## config.mk

```make
export PLATFORM = sky130hd
export DESIGN_NAME = thread_slot_allocator_scheduler_unit
export DESIGN_NICKNAME = d
export VERILOG_FILES = /design/src/design/tsas_pkg.sv /design/src/design/tsas_ctrl.sv /design/src/design/tsas_datapath.sv /design/src/design/thread_slot_allocator_scheduler_unit.sv
export SDC_FILE = /design/constraint.sdc
export NUM_CORES = 2
export LEC_CHECK = 0
export BUFFER_PORTS_ARGS = -buffer_cell sky130_fd_sc_hd__buf_2
export CORE_MARGIN = 4
export CORE_UTILIZATION = 35
export DETAILED_ROUTE_END_ITERATION = 12
export PLACE_DENSITY = 0.56
export SKIP_LAST_GASP = 1
export SYNTH_ARGS = -nofsm -noshare
export SYNTH_HDL_FRONTEND = slang
export SYNTH_HIERARCHICAL = 1
export SYNTH_SLANG_ARGS = --single-unit
export TNS_END_PERCENT = 100
```

## constraint.sdc

```tcl
create_clock -name clk -period 5.5 [get_ports clk]
set_input_delay 0.275 -clock clk [delete_from_list [all_inputs] [get_ports clk]]
set_output_delay 0.275 -clock clk [all_outputs]
set_load 0.005 [all_outputs]
```

## src/design/tsas_pkg.sv

```systemverilog
// Package for the thread slot allocator and scheduler.
// Holds slot state, operation, status and register codes and the
// controller-datapath interface types. No dependencies.
package tsas_pkg;

  localparam logic [1:0] ST_FREE    = 2'd0;
  localparam logic [1:0] ST_READY   = 2'd1;
  localparam logic [1:0] ST_WAITING = 2'd2;
  localparam logic [1:0] ST_RUNNING = 2'd3;

  localparam logic [1:0] OP_CREATE = 2'd0;
  localparam logic [1:0] OP_YIELD  = 2'd1;
  localparam logic [1:0] OP_EXIT   = 2'd2;
  localparam logic [1:0] OP_IDLE   = 2'd3;

  localparam logic [1:0] STAT_OK      = 2'd0;
  localparam logic [1:0] STAT_NO_FREE = 2'd1;
  localparam logic [1:0] STAT_NO_RUN  = 2'd2;

  localparam logic REG_STACK_TOP    = 1'b0;
  localparam logic REG_STACK_STRIDE = 1'b1;

  localparam logic [31:0] STACK_TOP_RESET    = 32'h00EF_FFF0;
  localparam logic [15:0] STACK_STRIDE_RESET = 16'd1000;

  typedef struct packed {
    logic load;
    logic scan_step;
    logic commit;
    logic read;
    logic finish;
  } ctl_cmd_t;

  typedef struct packed {
    logic hit;
    logic last;
    logic out_free;
  } dp_stat_t;

  function automatic logic slot_match(logic [1:0] op, logic [1:0] st);
    logic m;
    if (op == OP_CREATE) begin
      m = (st == ST_FREE);
    end else begin
      m = (st == ST_READY) || (st == ST_WAITING);
    end
    return m;
  endfunction

endpackage

```

## src/design/tsas_ctrl.sv

```systemverilog
// Controller state machine of the thread slot scheduler.
// Sequences accept, slot scan, commit, entry read and result transfer.
// Depends on tsas_pkg.
module tsas_ctrl
  import tsas_pkg::*;
(
  input  logic       clk,
  input  logic       rst,
  input  logic       in_valid,
  input  logic [1:0] func,
  input  dp_stat_t   stat,
  output logic       in_ready,
  output ctl_cmd_t   cmd
);

  localparam logic [2:0] S_IDLE   = 3'd0;
  localparam logic [2:0] S_SCAN   = 3'd1;
  localparam logic [2:0] S_COMMIT = 3'd2;
  localparam logic [2:0] S_READ   = 3'd3;
  localparam logic [2:0] S_FIN    = 3'd4;

  logic [2:0] state;
  logic [2:0] state_next;

  always_ff @(posedge clk) begin
    if (rst) begin
      state <= S_IDLE;
    end else begin
      state <= state_next;
    end
  end

  always_comb begin
    state_next = state;
    cmd        = '0;
    in_ready   = 1'b0;
    unique case (state)
      S_IDLE: begin
        in_ready = !rst;
        if (in_valid && !rst) begin
          cmd.load   = 1'b1;
          state_next = (func == OP_IDLE) ? S_COMMIT : S_SCAN;
        end
      end
      S_SCAN: begin
        cmd.scan_step = 1'b1;
        if (stat.hit || stat.last) begin
          state_next = S_COMMIT;
        end
      end
      S_COMMIT: begin
        cmd.commit = 1'b1;
        state_next = S_READ;
      end
      S_READ: begin
        cmd.read   = 1'b1;
        state_next = S_FIN;
      end
      S_FIN: begin
        if (stat.out_free) begin
          cmd.finish = 1'b1;
          state_next = S_IDLE;
        end
      end
      default: begin
        state_next = S_IDLE;
      end
    endcase
  end

endmodule

```

## src/design/tsas_datapath.sv

```systemverilog
// Datapath of the thread slot scheduler: slot state table, entry memory,
// scan pointer, stack base multiply and output register.
// Depends on tsas_pkg.
module tsas_datapath
  import tsas_pkg::*;
#(
  parameter int NUM_SLOTS = 32
) (
  input  logic        clk,
  input  logic        rst,
  input  ctl_cmd_t    cmd,
  output dp_stat_t    stat,
  input  logic [1:0]  func,
  input  logic [31:0] entry_address,
  input  logic        cfg_we,
  input  logic        cfg_index,
  input  logic [31:0] cfg_data,
  output logic        out_valid,
  input  logic        out_ready,
  output logic [1:0]  status,
  output logic [4:0]  thread_id,
  output logic [31:0] stack_base,
  output logic [31:0] current_pc
);

  localparam int SW = (NUM_SLOTS > 1) ? $clog2(NUM_SLOTS) : 1;
  localparam int CW = $clog2(NUM_SLOTS + 1);
  localparam int PW = SW + 16;
  localparam logic [SW-1:0] IDLE_SLOT = SW'(NUM_SLOTS - 1);

  logic [31:0]   stack_top;
  logic [15:0]   stack_stride;
  logic [1:0]    slot_state [NUM_SLOTS];
  logic [31:0]   slot_entry [NUM_SLOTS];
  logic [SW-1:0] current_slot;

  logic [1:0]    op;
  logic [31:0]   entry;
  logic [SW-1:0] idx;
  logic [CW-1:0] remain;
  logic          found;
  logic [SW-1:0] shown;
  logic [1:0]    result_status;
  logic [31:0]   entry_rd;
  logic [PW-1:0] product;
  logic          hit;
  logic [SW-1:0] cur_succ;
  logic [SW-1:0] idx_succ;
  logic [SW+4:0] shown_ext;

  assign hit      = slot_match(op, slot_state[idx]);
  assign cur_succ = (current_slot == IDLE_SLOT) ? '0 : current_slot + 1'b1;
  assign idx_succ = (idx == IDLE_SLOT) ? '0 : idx + 1'b1;

  assign stat.hit      = hit;
  assign stat.last     = (remain == CW'(1));
  assign stat.out_free = !out_valid || out_ready;

  always_ff @(posedge clk) begin
    if (rst) begin
      stack_top    <= STACK_TOP_RESET;
      stack_stride <= STACK_STRIDE_RESET;
    end else if (cfg_we) begin
      unique case (cfg_index)
        REG_STACK_TOP:    stack_top    <= cfg_data;
        REG_STACK_STRIDE: stack_stride <= cfg_data[15:0];
        default: ;
      endcase
    end
  end

  always_ff @(posedge clk) begin
    if (cmd.load) begin
      op     <= func;
      entry  <= entry_address;
      idx    <= (func == OP_CREATE) ? '0 : cur_succ;
      remain <= (func == OP_CREATE) ? CW'(NUM_SLOTS) : CW'(NUM_SLOTS - 1);
      found  <= 1'b0;
    end else if (cmd.scan_step) begin
      found <= hit;
      if (!hit) begin
        idx    <= idx_succ;
        remain <= remain - 1'b1;
      end
    end
  end

  always_ff @(posedge clk) begin
    if (rst) begin
      current_slot <= IDLE_SLOT;
      for (int i = 0; i < NUM_SLOTS; i++) begin
        slot_state[i] <= ST_FREE;
      end
    end else if (cmd.commit) begin
      if (op == OP_IDLE) begin
        slot_state[IDLE_SLOT] <= ST_RUNNING;
        current_slot          <= IDLE_SLOT;
      end else if (found) begin
        if (op == OP_CREATE) begin
          slot_state[idx] <= ST_READY;
        end else begin
          slot_state[current_slot] <= (op == OP_YIELD) ? ST_WAITING : ST_FREE;
          slot_state[idx]          <= ST_RUNNING;
          current_slot             <= idx;
        end
      end
    end
  end

  always_ff @(posedge clk) begin
    if (cmd.commit) begin
      if (op == OP_IDLE) begin
        slot_entry[IDLE_SLOT] <= entry;
      end else if (found && op == OP_CREATE) begin
        slot_entry[idx] <= entry;
      end
    end
    if (cmd.read) begin
      entry_rd <= slot_entry[current_slot];
    end
  end

  always_ff @(posedge clk) begin
    if (cmd.commit) begin
      case (op)
        OP_CREATE: begin
          shown         <= found ? idx : current_slot;
          result_status <= found ? STAT_OK : STAT_NO_FREE;
        end
        OP_YIELD, OP_EXIT: begin
          shown         <= found ? idx : current_slot;
          result_status <= found ? STAT_OK : STAT_NO_RUN;
        end
        default: begin
          shown         <= IDLE_SLOT;
          result_status <= STAT_OK;
        end
      endcase
    end
    if (cmd.read) begin
      product <= PW'(shown) * PW'(stack_stride);
    end
  end

  assign shown_ext = {5'b0, shown};

  always_ff @(posedge clk) begin
    if (rst) begin
      out_valid <= 1'b0;
    end else if (cmd.finish) begin
      out_valid <= 1'b1;
    end else if (out_ready) begin
      out_valid <= 1'b0;
    end
  end

  always_ff @(posedge clk) begin
    if (cmd.finish) begin
      status     <= result_status;
      thread_id  <= shown_ext[4:0];
      stack_base <= stack_top - 32'(product);
      current_pc <= entry_rd;
    end
  end

endmodule

```

## src/design/thread_slot_allocator_scheduler_unit.sv

```systemverilog
// Top level of the thread slot allocator and round-robin scheduler.
// Joins tsas_ctrl and tsas_datapath; depends on tsas_pkg.
//
//   channel  direction  handshake              payload
//   in       sink       in_valid / in_ready    func, entry_address
//   out      source     out_valid / out_ready  status, thread_id, stack_base, current_pc
//   cfg      sink       cfg_we                 cfg_index, cfg_data
//
// Create scans up to NUM_SLOTS slots, one slot a cycle; yield and exit scan up to
// NUM_SLOTS - 1 slots the same way; start idle skips the scan.
// The result register holds one result; the next item is taken while it waits,
// and its result is stalled in the controller until that register frees up.
// Synchronous reset frees all slots and makes the idle slot current.
module thread_slot_allocator_scheduler_unit
  import tsas_pkg::*;
#(
  parameter int NUM_SLOTS = 32
) (
  input  logic        clk,
  input  logic        rst,
  input  logic        in_valid,
  output logic        in_ready,
  input  logic [1:0]  func,
  input  logic [31:0] entry_address,
  output logic        out_valid,
  input  logic        out_ready,
  output logic [1:0]  status,
  output logic [4:0]  thread_id,
  output logic [31:0] stack_base,
  output logic [31:0] current_pc,
  input  logic        cfg_we,
  input  logic        cfg_index,
  input  logic [31:0] cfg_data
);

  ctl_cmd_t cmd;
  dp_stat_t stat;

  tsas_ctrl u_ctrl (
    .clk      (clk),
    .rst      (rst),
    .in_valid (in_valid),
    .func     (func),
    .stat     (stat),
    .in_ready (in_ready),
    .cmd      (cmd)
  );

  tsas_datapath #(
    .NUM_SLOTS (NUM_SLOTS)
  ) u_dp (
    .clk           (clk),
    .rst           (rst),
    .cmd           (cmd),
    .stat          (stat),
    .func          (func),
    .entry_address (entry_address),
    .cfg_we        (cfg_we),
    .cfg_index     (cfg_index),
    .cfg_data      (cfg_data),
    .out_valid     (out_valid),
    .out_ready     (out_ready),
    .status        (status),
    .thread_id     (thread_id),
    .stack_base    (stack_base),
    .current_pc    (current_pc)
  );

endmodule

```

==> results.cfg <==
[setup_path]
critPathLaunchType = flop
endpoint_kind = flop
crit_fanout = 17
path_cells = and2_1 > fa_1 > fa_1 > inv_1 > fa_1 > inv_1 > ha_1 > o21a_1 > o21a_1 > o22ai_1 > o21ai_0 > o22ai_1 > o21bai_1 > xor2_1
crit_type = reg -> reg
crit_top_cell = fa_1
cp.arrival_ns = 5.00
critPathTopFamily = adder cells
path_buf_inv = 2
cpMaxStageDelayCell = edfxtp_1
critPathMaxStageDelay_ns = 0.61
cp.required_ns = 6.00

[synthesis]
synthSimpleGateAreaFrac_pct = 5.899
synth_top_family_by_area = multiplexers
seq_area_frac_synth_pct = 71.33
synthDistinctLibCells = 76
avgSynthCellArea_sq_um = 17.95
synth_compound_area_share_pct = 4.626
synth_xor_area_share_pct = 0.9316
postSynthCellCount = 3038
synth.cell_area_sq_mm = 0.05453
synthMuxAreaShare_pct = 12.02
synth_edf_count = 1232
ys.flop_type = edfxtp_1
synth_warnings = 6
ys_ff_latch = 1327
async_flop_share_pct = 0
yosys.area_share.adder_pct = 3.116
synth_nets = 3220

[status]
status = finished, final reports clean

[sta]
tightestPinTransition_ns = 1.158
hold_viol = 0
finalCriticalPeriod_ns = 4.499
skew_ns = 0.03963
rsz0062_at_grt = no
setup_viol = 0
max_freq_ghz = 0.2223
slew_viol_final = 0
timing.final.crit_share_pct = 81.79
max_slew_margin_pct = 22.44
fin_setup_tns_ns = 0

[clock_network]
cts_tree = yes
cts_root_buf = clkbuf_16
cts_made_buffers = 140
cts.path.max_buffers = 3
htreeDepth = 4
cts_sinks = 1327
clkTransAtPathRegs_ns = 0.06
cts_post_setup_buffers_inserted = 0
clkLatencyLatePin_ns = 0.77

[min_path]
hold_class = in -> reg

[global_route]
grt_pass1_vias = 29500
grt_max_degree = 112
grt_pass1_wl_mm = 208.2
grt-ovfl-total = 0
grt_use_total_pct = 17.52
antenna_found_initial = 3

[power]
cellPowerDensity_mw_per_mm2 = 379.0
irDropWorstVdd_mv = 0.3326
p_seq_share_pct = 49.8
p_comb_share_pct = 12.5
p_int_uw = 17830
pwr-share-clk_pct = 37.7
switchingPower_uw = 6103
p_leak_uw = 0.02159
switching_share_pct = 25.50

[die]
die-area_sq_mm = 0.1622
rows = 144
core_sq_mm = 0.1544
ioPinCount = 145
die_h_um = 402.7
start_util_pct = 35.31
die_w_um = 402.7

[placement]
gp_congestion = 0.7971
portBuffers = 144
dp_hpwl_mm = 81.67

[layout]
post_route_cells_drive_above_1_share_pct = 22.85
area_growth_pct = 15.78
antenna_cells = 0
final_common_cell = edfxtp_1
final_cell_mix = edfxtp_1, mux4_2, nand2_1
fillCellCount = 13770
fin_nets = 3487
final_core_util_pct = 40.89

[route]
vias_per_cell = 5.333
drtIter0Drc = 2646
wl_mm = 143.7
drtAntennaViolNets = 0
via_count = 29080
first_pass_iters = 5
wl_per_cell_um = 26.36
route.detailed.drc = 0

[run]
cap_violations = 0
-- worst register-to-register path, delay by kind of cell (launching register included) --
kind	cells	cell delay [ns]
buffers and inverters	2	0.09
and+or+nand+nor	1	0.28
DFF	1	0.61
xor gates and xnor gates	1	0.15
adders and majority gates	4	1.79
AOI/OAI and AO/OA	6	1.33
-- sequential cells by signal, indices dropped and copies added (netlist names), 6 cells and up, named ones only --
signal and cells:
u_dp/remain 6, u_dp/product 21, u_dp/slot_state 64, u_dp/entry 32, u_dp/stack_stride 16, u_dp/slot_entry 1024
u_dp/stack_top 32, u_dp/current_pc 32, u_dp/entry_rd 32, u_dp/stack_base 32
-- area by class of cell --
class                           count  area, sq um  share of cell area [%]
Tap cell                         2044         2557                   4.051
Multi-Input combinational cell   1451        14790                   23.43
Timing Repair Buffer              297         2180                   3.453
Sequential cell                  1327        38900                   61.63
Clock buffer                      188         3767                   5.968
Inverter                           88        330.3                  0.5232
Clock inverter                     58        598.1                  0.9474
-- Yosys cell counts, drive strengths merged, types with 3 or more instances --
cell type     n  area (sq um)
nor3b         7         52.55
and3         24         195.2
a211oi        4         30.03
xor2         24         210.2
buf          66         402.9
nand3b       28         210.2
a22oi       129         968.4
nand2       204         878.3
nor3         24         120.1
o21bai       12         90.09
nor2b        30         190.2
o22ai         8         50.05
o211ai        6         50.05
nor2         99         371.6
a311oi        3         26.28
a211o         8         70.07
a21oi       125         625.6
or3b         10         87.59
nand4        41         256.5
o21a         11         82.58
nand3        13         65.06
mux4        276          6223
or2           5         31.28
mux2         19         270.3
dfxtp        95          1902
xnor2        34         297.8
clkbuf      106         397.9
ha           67         838.3
o31ai         4         30.03
mux2i         6         60.06
nand2b       18         112.6
o21ai        30         153.9
a31oi         6         37.54
edfxtp     1232         37000
inv          88         330.3
a21o         22         165.2
and3b         6         55.05
fa           43         860.8
or3           6         37.54
and2         78         495.5
-- cells by family after synthesis --
logic type	count (synthesis)
flops	1327
compound gates	382
xor+xnor	58
mux	301
simple gates	600
buf+inv	260
fa+ha+maj	110
-- metal layers --
metal / global-route usage [%] / vias up / part of all wire [%]
li1: - / 12550 / -
met3: 2.750 / 188 / 5.2
met4: 4.313 / 0 / 2.1
met5: 0 / - / 0
met1: 24.41 / 15440 / 44
met2: 28.95 / 901 / 49
-- worst paths after layout --
| kind | from | end | slack [ns] | cells past startpoint |
|---|---|---|---|---|
| max | u_dp/shown[2]$_SDFFCE_PN1P_ | u_dp/product[19]$_DFFE_PP_ | 1.00 | 14 |
| min reg2reg | u_dp/entry_rd[24]$_DFFE_PP_ | u_dp/current_pc[24]$_DFFE_PP_ | 0.41 | 0 |
| max reg2reg | u_dp/shown[2]$_SDFFCE_PN1P_ | u_dp/product[19]$_DFFE_PP_ | 1.00 | 14 |
| min | cfg_index | u_dp/stack_top[1]$_SDFFE_PP0P_ | 0.05 | 4 |
-- power by group through the flow --
| stage | registers (uW) | clock network (uW) | logic (uW) |
|---|---|---|---|
| 2_1_floorplan | 11900 | 0 | 2190 |
| 3_3_place_gp | 12100 | 0 | 2940 |
| 3_5_place_dp | 12100 | 0 | 2950 |
| 4_1_cts | 11900 | 9260 | 3010 |
| 5_1_grt | 12000 | 9690 | 3290 |
| 6_report | 11900 | 9020 | 2980 |
-- stage by stage --
| stage | cell area (sq um) | instances | total power, uW | hold slack, ns | setup slack (ns) |
|---|---|---|---|---|---|
| finish | 63130 | 5453 | 23930 | 0.05471 | 1.001 |
| global route | 63130 | 5453 | 24960 | 0.04410 | 0.6856 |
| CTS | 63130 | 5453 | 24200 | 0.004216 | 0.9625 |
| detailed placement | 58030 | 5134 | 15090 | 0.4054 | 0.9965 |
| global placement | 58030 | 5134 | 15070 | 0.4036 | 1.003 |
| floorplan | 54530 | 3038 | 14100 | 0.3474 | 1.093 |
-- repair_timing --
item	CTS	global route
hold buffers	73	0
endpoints found under the hold margin	91	0
gates resized for setup	0	0
(Power assumes the default switching activity.)
